<file path="config.mk">
export PLATFORM = sky130hd
export DESIGN_NAME = positional_list_store_top_flat
export DESIGN_NICKNAME = d
export VERILOG_FILES = /design/src/design/plst_pkg.sv /design/src/design/plst_if.sv /design/src/design/plst_mem.sv /design/src/design/plst_ctrl.sv /design/src/design/positional_list_store_top.sv /design/src/flat_wrapper.sv
export SDC_FILE = /design/constraint.sdc
export NUM_CORES = 2
export LEC_CHECK = 0
export BUFFER_PORTS_ARGS = -buffer_cell sky130_fd_sc_hd__buf_2
export CORE_MARGIN = 2
export CORE_UTILIZATION = 45
export CTS_CLUSTER_DIAMETER = 60
export DETAILED_ROUTE_END_ITERATION = 8
export PLACE_DENSITY = 0.6
export SLEW_MARGIN = 20
export SYNTH_ARGS = -nofsm -noshare
export SYNTH_HDL_FRONTEND = slang
export SYNTH_SLANG_ARGS = --single-unit
</file>
<file path="constraint.sdc">
create_clock -name i_clk -period 6.75 [get_ports i_clk]
set_input_delay 1.35 -clock i_clk [delete_from_list [all_inputs] [get_ports i_clk]]
set_output_delay 1.35 -clock i_clk [all_outputs]
set_load 0.01 [all_outputs]
</file>
<file path="src/design/plst_pkg.sv">
// ============================================================================
// plst_pkg - shared types and codes for the positional list store
// Request and response payloads, command codes and status codes.
// ============================================================================
package plst_pkg;

    // Fixed field widths of the request and response payloads
    localparam int CMD_W = 3;
    localparam int POS_W = 7;
    localparam int VAL_W = 32;
    localparam int ST_W  = 2;

    // Command codes (code 7 is unused and does nothing)
    typedef enum logic [CMD_W-1:0] {
        CMD_INSERT = 3'd0,
        CMD_DELETE = 3'd1,
        CMD_READ   = 3'd2,
        CMD_LOCATE = 3'd3,
        CMD_PRED   = 3'd4,
        CMD_SUCC   = 3'd5,
        CMD_CLEAR  = 3'd6
    } t_cmd_code;

    // Response status codes
    typedef enum logic [ST_W-1:0] {
        ST_OK     = 2'd0,
        ST_BADPOS = 2'd1,
        ST_FULL   = 2'd2,
        ST_NONE   = 2'd3
    } t_status;

    // Command request payload
    typedef struct packed {
        logic [CMD_W-1:0] command;
        logic [POS_W-1:0] position;
        logic [VAL_W-1:0] value;
    } t_cmd_req;

    // Response payload
    typedef struct packed {
        logic [ST_W-1:0]  status;
        logic [VAL_W-1:0] value_out;
        logic [POS_W-1:0] found_position;
        logic [POS_W-1:0] list_length;
        logic             is_empty;
    } t_rsp;

endpackage

</file>
<file path="src/design/plst_if.sv">
// ============================================================================
// plst_if - valid/ready channels of the positional list store
// One channel for command requests, one for responses.
// ============================================================================
interface plst_cmd_if;
    logic                 valid;
    logic                 ready;
    plst_pkg::t_cmd_req   payload;

    modport source (output valid, output payload, input ready);
    modport sink   (input valid, input payload, output ready);
endinterface

interface plst_rsp_if;
    logic             valid;
    logic             ready;
    plst_pkg::t_rsp   payload;

    modport source (output valid, output payload, input ready);
    modport sink   (input valid, input payload, output ready);
endinterface

</file>
<file path="src/design/plst_mem.sv">
// ============================================================================
// plst_mem - entry memory of the positional list store
// One write port and one read port, read data registered.
// ============================================================================
module plst_mem #(
    parameter int DEPTH = 64,
    parameter int WIDTH = 32
) (
    input  logic                     i_clk,
    input  logic                     i_rd_en,
    input  logic [$clog2(DEPTH)-1:0] i_rd_addr,
    output logic [WIDTH-1:0]         o_rd_data,
    input  logic                     i_wr_en,
    input  logic [$clog2(DEPTH)-1:0] i_wr_addr,
    input  logic [WIDTH-1:0]         i_wr_data
);

    logic [WIDTH-1:0] r_mem [DEPTH];
    logic [WIDTH-1:0] r_rd_data;

    // Write port
    always_ff @(posedge i_clk) begin
        if (i_wr_en) begin
            r_mem[i_wr_addr] <= i_wr_data;
        end
    end

    // Read port, data held while no read is issued
    always_ff @(posedge i_clk) begin
        if (i_rd_en) begin
            r_rd_data <= r_mem[i_rd_addr];
        end
    end

    assign o_rd_data = r_rd_data;

endmodule

</file>
<file path="src/design/plst_ctrl.sv">
// ============================================================================
// plst_ctrl - command sequencer of the positional list store
// Walks the entry memory one entry per cycle for shifts and searches,
// keeps the length count and holds the response register.
// ============================================================================
module plst_ctrl #(
    parameter int CAPACITY      = 64,
    parameter int ELEMENT_WIDTH = 32
) (
    input  logic                        i_clk,
    input  logic                        i_rst_n,
    plst_cmd_if.sink                    i_cmd,
    plst_rsp_if.source                  o_rsp,
    output logic                        o_rd_en,
    output logic [$clog2(CAPACITY)-1:0] o_rd_addr,
    input  logic [ELEMENT_WIDTH-1:0]    i_rd_data,
    output logic                        o_wr_en,
    output logic [$clog2(CAPACITY)-1:0] o_wr_addr,
    output logic [ELEMENT_WIDTH-1:0]    o_wr_data
);
    import plst_pkg::*;

    localparam int AW = $clog2(CAPACITY);
    localparam int CW = $clog2(CAPACITY + 1);
    localparam int LW = ((CW > POS_W) ? CW : POS_W) + 1;

    typedef enum logic [6:0] {
        S_IDLE = 7'b0000001,
        S_INS  = 7'b0000010,
        S_DEL  = 7'b0000100,
        S_RD   = 7'b0001000,
        S_SCAN = 7'b0010000,
        S_SUCC = 7'b0100000,
        S_DONE = 7'b1000000
    } t_state;

    t_state                   r_state, n_state;
    logic [CMD_W-1:0]         r_op, n_op;
    logic [ELEMENT_WIDTH-1:0] r_val, n_val;
    logic [CW-1:0]            r_p0, n_p0;
    logic [CW-1:0]            r_k, n_k;
    logic                     r_rv, n_rv;
    logic [CW-1:0]            r_ra, n_ra;
    logic [ELEMENT_WIDTH-1:0] r_prev, n_prev;
    logic [CW-1:0]            r_count, n_count;
    t_status                  r_status, n_status;
    logic [ELEMENT_WIDTH-1:0] r_vout, n_vout;
    logic [CW-1:0]            r_fpos, n_fpos;
    logic                     r_out_valid, n_out_valid;
    t_rsp                     r_out, n_out;

    logic [LW-1:0]            pos_x;
    logic [LW-1:0]            cnt_x;
    logic                     pos_ok;
    logic                     ins_ok;
    logic [CW-1:0]            k_inc;
    logic [CW-1:0]            k_dec;
    logic [CW-1:0]            ra_inc;
    logic [CW-1:0]            ra_dec;
    logic                     hit;

    // Position checks and index arithmetic
    assign pos_x  = LW'(i_cmd.payload.position);
    assign cnt_x  = LW'(r_count);
    assign pos_ok = (pos_x != '0) && (pos_x <= cnt_x);
    assign ins_ok = (pos_x != '0) && (pos_x <= LW'(cnt_x + LW'(1)));
    assign k_inc  = CW'(r_k + CW'(1));
    assign k_dec  = CW'(r_k - CW'(1));
    assign ra_inc = CW'(r_ra + CW'(1));
    assign ra_dec = CW'(r_ra - CW'(1));
    assign hit    = r_rv && (i_rd_data == r_val);

    assign i_cmd.ready   = (r_state == S_IDLE);
    assign o_rsp.valid   = r_out_valid;
    assign o_rsp.payload = r_out;

    // Sequencer
    always_comb begin
        n_state     = r_state;
        n_op        = r_op;
        n_val       = r_val;
        n_p0        = r_p0;
        n_k         = r_k;
        n_rv        = 1'b0;
        n_ra        = r_ra;
        n_prev      = r_prev;
        n_count     = r_count;
        n_status    = r_status;
        n_vout      = r_vout;
        n_fpos      = r_fpos;
        n_out_valid = r_out_valid && !o_rsp.ready;
        n_out       = r_out;
        o_rd_en     = 1'b0;
        o_rd_addr   = r_k[AW-1:0];
        o_wr_en     = 1'b0;
        o_wr_addr   = r_p0[AW-1:0];
        o_wr_data   = i_rd_data;

        unique case (r_state)
            S_IDLE: begin
                if (i_cmd.valid) begin
                    n_op     = i_cmd.payload.command;
                    n_val    = ELEMENT_WIDTH'(i_cmd.payload.value);
                    n_p0     = CW'(pos_x - LW'(1));
                    n_status = ST_OK;
                    n_vout   = '0;
                    n_fpos   = '0;
                    n_k      = '0;
                    n_state  = S_DONE;
                    unique case (i_cmd.payload.command)
                        CMD_INSERT: begin
                            if (!ins_ok) begin
                                n_status = ST_BADPOS;
                            end else if (r_count == CW'(CAPACITY)) begin
                                n_status = ST_FULL;
                            end else begin
                                n_k     = r_count;
                                n_state = S_INS;
                            end
                        end
                        CMD_DELETE, CMD_READ: begin
                            if (!pos_ok) begin
                                n_status = ST_BADPOS;
                            end else begin
                                n_k     = CW'(pos_x - LW'(1));
                                n_state = (i_cmd.payload.command == CMD_DELETE) ?
                                          S_DEL : S_RD;
                            end
                        end
                        CMD_LOCATE, CMD_PRED, CMD_SUCC: begin
                            n_state = S_SCAN;
                        end
                        CMD_CLEAR: begin
                            n_count = '0;
                        end
                        default: begin
                            // unused code: no change, status ok
                        end
                    endcase
                end
            end

            // Shift entries up from the top down, then drop the new value in
            S_INS: begin
                if (r_rv) begin
                    o_wr_en   = 1'b1;
                    o_wr_addr = ra_inc[AW-1:0];
                    o_wr_data = i_rd_data;
                end
                if (r_k > r_p0) begin
                    o_rd_en   = 1'b1;
                    o_rd_addr = k_dec[AW-1:0];
                    n_rv      = 1'b1;
                    n_ra      = k_dec;
                    n_k       = k_dec;
                end else if (!r_rv) begin
                    o_wr_en   = 1'b1;
                    o_wr_addr = r_p0[AW-1:0];
                    o_wr_data = r_val;
                    n_count   = CW'(r_count + CW'(1));
                    n_state   = S_DONE;
                end
            end

            // First read returns the removed entry, later ones move down by one
            S_DEL: begin
                if (r_rv) begin
                    if (r_ra == r_p0) begin
                        n_vout = i_rd_data;
                    end else begin
                        o_wr_en   = 1'b1;
                        o_wr_addr = ra_dec[AW-1:0];
                        o_wr_data = i_rd_data;
                    end
                end
                if (r_k < r_count) begin
                    o_rd_en = 1'b1;
                    n_rv    = 1'b1;
                    n_ra    = r_k;
                    n_k     = k_inc;
                end else if (!r_rv) begin
                    n_count = CW'(r_count - CW'(1));
                    n_state = S_DONE;
                end
            end

            // Single entry read
            S_RD: begin
                if (r_rv) begin
                    n_vout  = i_rd_data;
                    n_state = S_DONE;
                end else begin
                    o_rd_en = 1'b1;
                    n_rv    = 1'b1;
                    n_ra    = r_k;
                end
            end

            // Search from the first entry; reads run one ahead of the compare
            S_SCAN: begin
                if (r_k < r_count) begin
                    o_rd_en = 1'b1;
                    n_rv    = 1'b1;
                    n_ra    = r_k;
                    n_k     = k_inc;
                end
                if (hit) begin
                    n_state = S_DONE;
                    if (r_op == CMD_LOCATE) begin
                        n_fpos = ra_inc;
                    end else if (r_op == CMD_PRED) begin
                        if (r_ra == '0) begin
                            n_status = ST_NONE;
                        end else begin
                            n_vout = r_prev;
                        end
                    end else if (r_k < r_count) begin
                        // neighbour read already issued this cycle
                        n_state = S_SUCC;
                    end else begin
                        n_status = ST_NONE;
                    end
                end else begin
                    if (r_rv) begin
                        n_prev = i_rd_data;
                    end
                    if (!r_rv && (r_k >= r_count)) begin
                        n_status = ST_NONE;
                        n_state  = S_DONE;
                    end
                end
            end

            // Successor data arrives
            S_SUCC: begin
                n_vout  = i_rd_data;
                n_state = S_DONE;
            end

            // Load the response register once it is free
            S_DONE: begin
                if (!r_out_valid || o_rsp.ready) begin
                    n_out_valid          = 1'b1;
                    n_out.status         = r_status;
                    n_out.value_out      = VAL_W'(r_vout);
                    n_out.found_position = POS_W'(r_fpos);
                    n_out.list_length    = POS_W'(r_count);
                    n_out.is_empty       = (r_count == '0);
                    n_state              = S_IDLE;
                end
            end

            default: begin
                n_state = S_IDLE;
            end
        endcase
    end

    // Control state
    always_ff @(posedge i_clk) begin
        if (!i_rst_n) begin
            r_state     <= S_IDLE;
            r_rv        <= 1'b0;
            r_count     <= '0;
            r_out_valid <= 1'b0;
        end else begin
            r_state     <= n_state;
            r_rv        <= n_rv;
            r_count     <= n_count;
            r_out_valid <= n_out_valid;
        end
    end

    // Payload and working registers
    always_ff @(posedge i_clk) begin
        r_op     <= n_op;
        r_val    <= n_val;
        r_p0     <= n_p0;
        r_k      <= n_k;
        r_ra     <= n_ra;
        r_prev   <= n_prev;
        r_status <= n_status;
        r_vout   <= n_vout;
        r_fpos   <= n_fpos;
        r_out    <= n_out;
    end

endmodule

</file>
<file path="src/design/positional_list_store_top.sv">
// ============================================================================
// positional_list_store_top - ordered list of up to CAPACITY elements
// Insert, delete, read, locate, predecessor, successor and clear on a list
// kept in one entry memory.
// ============================================================================
// One command request is taken at a time and gives exactly one response.
// Insert and delete at position p walk the entries from p to the end of the
// list; locate, predecessor and successor walk from the first entry and stop
// early when the value is found. The single read port of the entry memory
// steps through one entry per cycle, with read data registered. No clearing
// pass is needed after reset: only entries below the length count are ever
// read. A new request is taken while the previous response still waits in
// the output register.
module positional_list_store_top #(
    parameter int CAPACITY      = 64,
    parameter int ELEMENT_WIDTH = 32
) (
    input  logic        i_clk,
    input  logic        i_rst_n,
    plst_cmd_if.sink    i_cmd,
    plst_rsp_if.source  o_rsp
);
    import plst_pkg::*;

    localparam int AW = $clog2(CAPACITY);

    logic                     rd_en;
    logic [AW-1:0]            rd_addr;
    logic [ELEMENT_WIDTH-1:0] rd_data;
    logic                     wr_en;
    logic [AW-1:0]            wr_addr;
    logic [ELEMENT_WIDTH-1:0] wr_data;

    // Command sequencer
    plst_ctrl #(
        .CAPACITY      (CAPACITY),
        .ELEMENT_WIDTH (ELEMENT_WIDTH)
    ) u_ctrl (
        .i_clk     (i_clk),
        .i_rst_n   (i_rst_n),
        .i_cmd     (i_cmd),
        .o_rsp     (o_rsp),
        .o_rd_en   (rd_en),
        .o_rd_addr (rd_addr),
        .i_rd_data (rd_data),
        .o_wr_en   (wr_en),
        .o_wr_addr (wr_addr),
        .o_wr_data (wr_data)
    );

    // Entry memory
    plst_mem #(
        .DEPTH (CAPACITY),
        .WIDTH (ELEMENT_WIDTH)
    ) u_mem (
        .i_clk     (i_clk),
        .i_rd_en   (rd_en),
        .i_rd_addr (rd_addr),
        .o_rd_data (rd_data),
        .i_wr_en   (wr_en),
        .i_wr_addr (wr_addr),
        .i_wr_data (wr_data)
    );

endmodule

</file>
<file path="src/flat_wrapper.sv">
// flat-port wrapper written by rule: the top's interface ports become plain ports
module positional_list_store_top_flat import plst_pkg::*;
#(
    parameter int CAPACITY      = 64,
    parameter int ELEMENT_WIDTH = 32
)
  (i_clk, i_rst_n, i_cmd_valid, i_cmd_payload, i_cmd_ready, o_rsp_valid, o_rsp_payload, o_rsp_ready);
  plst_cmd_if i_cmd_i ();
  plst_rsp_if o_rsp_i ();
  input  logic i_clk;
  input  logic i_rst_n;
  input wire logic [$bits(i_cmd_i.valid)-1:0] i_cmd_valid;
  input wire logic [$bits(i_cmd_i.payload)-1:0] i_cmd_payload;
  output wire logic [$bits(i_cmd_i.ready)-1:0] i_cmd_ready;
  output wire logic [$bits(o_rsp_i.valid)-1:0] o_rsp_valid;
  output wire logic [$bits(o_rsp_i.payload)-1:0] o_rsp_payload;
  input wire logic [$bits(o_rsp_i.ready)-1:0] o_rsp_ready;
  assign i_cmd_i.valid = i_cmd_valid;
  assign i_cmd_i.payload = i_cmd_payload;
  assign i_cmd_ready = i_cmd_i.ready;
  assign o_rsp_valid = o_rsp_i.valid;
  assign o_rsp_payload = o_rsp_i.payload;
  assign o_rsp_i.ready = o_rsp_ready;
  positional_list_store_top #(.CAPACITY(CAPACITY), .ELEMENT_WIDTH(ELEMENT_WIDTH)) u_core (.i_clk(i_clk), .i_rst_n(i_rst_n), .i_cmd(i_cmd_i), .o_rsp(o_rsp_i));
endmodule
</file>
==> impl_metrics.yaml <==
critical_path:
  regToRegStartpoint: "u_core.u_ctrl.r_k[2]"
  critical_path.endpoint_type: "flop"
  worstPathRequired_ps: 7400
  critical_path_class: "flop to flop"
  cp_max_fo: 33
  cp.arrival_ps: 6630
  crit_path_start: "u_core.u_ctrl.r_k[2]"
  crit_path_start_kind: "flop"
clocking:
  clk_pin_slew_ps: 60
  cts.sinks: 2274
  cts_buffers: 225
  postCtsSetupRepairBufs: 0
  cts_tree: "done"
  cts_hold_buf: 0
  post_cts_resized: 0
  cts-root-buf: "clkbuf_16"
  htreeDepth: 4
  clockBufferDepth: 3
  clk_latency_ps: 890
sta:
  fin_crit_sh: 0.886
  fin_ws_ps: 770
  setup_tns_ps: 0
  fmax_mhz: 167
  finalHoldViolations: 0
  skew_ps: 47.3
  slew_headroom: 0.142
  setup_violations: 0
  slew_viol_final: 0
  rsz0062_at_grt: "no"
  worst_pin_slew_ps: 1270
  holdWs_ps: 416
  fin_crit_ps: 5980
floorplan:
  die_w_um: 457
  start_util: 0.452
  die_area_um2: 209000
  core_area_um2: 204000
  die_h_um: 457
  rows: 166
  pin_count: 97
route:
  wire_per_inst_um: 32.1
  firstDrtPassIters: 6
  wl_mm: 298
  antenna_left: 0
  via_count: 58700
  drt_iter0_drc: 8486
  avgViaCountPerCell: 6.31
  drcViolationCount: 0
synthesis:
  synth_cell_types: 75
  syn_area_um2: 92400
  synth-async-reset-ratio: 0
  yosysMostFrequentCell: "edfxtp_1"
  syn_avg_cell_area_um2: 15.0
  synth.largest_area_cell: "edfxtp_1"
  synth_top_area_frac: 0.734
  ys_warn_count: 0
  synth_area_leaders: "edfxtp_1 (73%), mux2i_1 (6.4%), nand2_1 (3.7%)"
  synth_fp_nets: 6242
  synth-edff-count: 2258
  synth_seq_cells: 2274
  synth_ff_type: "edfxtp_1"
  synthCells: 6154
  synth_common_cells: "edfxtp_1 (2258), nand2_1 (900), mux2i_1 (590), a21oi_1 (438), o22ai_1 (293)"
  yosysSeqAreaShare: 0.737
cells_and_area:
  post-route-util: 0.514
  final_nets: 6488
  drive_above_1_share: 0.138
  area_delta_synth_final_pct: 13.7
global_route:
  grt_usage: 0.279
  grt_start_max_net_pins: 92
  grt_pass1_wl_mm: 418
  globalRoute.totalOverflow: 0
  antenna_found_initial: 27
  grt_pass1_vias: 55900
place:
  place_ws_ps: 911
  portBuffers: 96
  place.gp.congestion: 0.907
  hpwl_mm: 180
min_path:
  holdCritStartpoint: "u_core.u_ctrl.r_vout[13]"
  hold_class: "flop to flop"
run:
  max-cap-violations: 0
pwr:
  ir_drop_mv: 0.344
  pwr_density_cell_nw_per_um2: 391
  power.static_leakage_nw: 34.9
outcome:
  outcome: "completed"
==> cell usage in the layout, fill, tap and decap left out, drive strengths merged, types with 26 or more instances in the layout <==
cell    synthesis  layout
inv            32      40
xnor2          26      26
clkinv          0     106
a21oi         438     438
o21ai          83      83
nor4          169     169
mux2           59      59
nor2b          31      31
clkbuf        184     283
edfxtp       2258    2258
nor3           99      99
o22ai         293     293
a211oi         49      49
nand2         900     900
o221ai         66      66
nor2          149     149
nand3          73      73
o41ai          32      32
or4            30      30
mux2i         590     590
ha             41      41
xor2           47      47
a22o           32      32
buf           200     403
==> per-stage QoR <==
| step | area, µm² | cells | total power, mW |
|---|---|---|---|
| after detailed placement | 98000 | 8860 | 28.9 |
| after global placement | 97900 | 8858 | 28.8 |
| after global routing | 105000 | 9281 | 42.2 |
| after CTS | 105000 | 9273 | 40.9 |
| after floorplan | 92400 | 6154 | 23.7 |
| final | 105000 | 9292 | 41.1 |
==> per-layer routing <==
| metal | up-vias | GRT usage | share of wire |
|---|---|---|---|
| li1 | 24500 | - | - |
| met1 | 30000 | 0.384 | 0.39 |
| met2 | 3644 | 0.434 | 0.46 |
| met3 | 549 | 0.0523 | 0.11 |
| met4 | 10 | 0.126 | 0.045 |
| met5 | - | 0 | 0.00026 |
==> sequential cells by signal, summed over array words and instances (netlist names), 2 cells and up <==
name,count
u_core.u_ctrl.o_rsp.payload,49
u_core.u_ctrl.r_count,7
u_core.u_ctrl.r_fpos,7
u_core.u_ctrl.r_k,7
u_core.u_ctrl.r_op,3
u_core.u_ctrl.r_p0,7
u_core.u_ctrl.r_prev,32
u_core.u_ctrl.r_ra,7
u_core.u_ctrl.r_state,7
u_core.u_ctrl.r_status,2
u_core.u_ctrl.r_val,32
u_core.u_ctrl.r_vout,32
u_core.u_mem.o_rd_data,32
u_core.u_mem.r_mem,2048
==> layout make-up <==
type / count / area (µm²)
clock buffers: 283 / 5870
diodes: 18 / 45.0
clock inverters: 130 / 1180
well taps: 2688 / 3360
fillers: 16800 / 99300
repair buffers: 403 / 3350
multi-input cells: 3464 / 23000
flip-flops and latches: 2274 / 68100
inverters: 32 / 120
==> critical path, cell delays in order, from the launching register on <==
cell	delay (ps)
edfxtp_1	850
ha_1	390
a21oi_1	190
a21oi_1	220
o2111ai_1	400
and3_4	760
buf_12	310
buf_4	320
mux2i_1	230
o22ai_1	120
o41ai_1	1000
o22ai_1	540
o21a_1	310
==> report_power, final <==
group	leakage, nW	total (mW)	internal, mW	switching (mW)
clock network	3.45	12.2	6.76	5.39
registers	20.5	16.3	16.0	0.223
logic	11.0	12.7	3.97	8.68
total	34.9	41.1	26.8	14.3
==> kinds of logic after synthesis <==
logic type / Yosys count / synth area share
multiplexers: 667 / 0.0755
AO/OA/AOI/OAI: 1143 / 0.0781
buffers and inverters: 416 / 0.0220
adder cells (fa/ha/maj): 42 / 0.00577
XOR/XNOR: 73 / 0.00700
flip-flops: 2274 / 0.737
AND/OR/NAND/NOR: 1539 / 0.0744
==> worst paths after layout <==
kind	endpoint	slack, ps	cells after the start
max reg2reg	u_core.u_mem.o_rd_data[26]	770	12
min reg2reg	u_core.u_ctrl.o_rsp.payload[28]	420	0
min	u_core.u_ctrl.o_rsp.payload[28]	420	0
max	u_core.u_mem.o_rd_data[26]	770	12
Power figures use the tool's default switching activity.
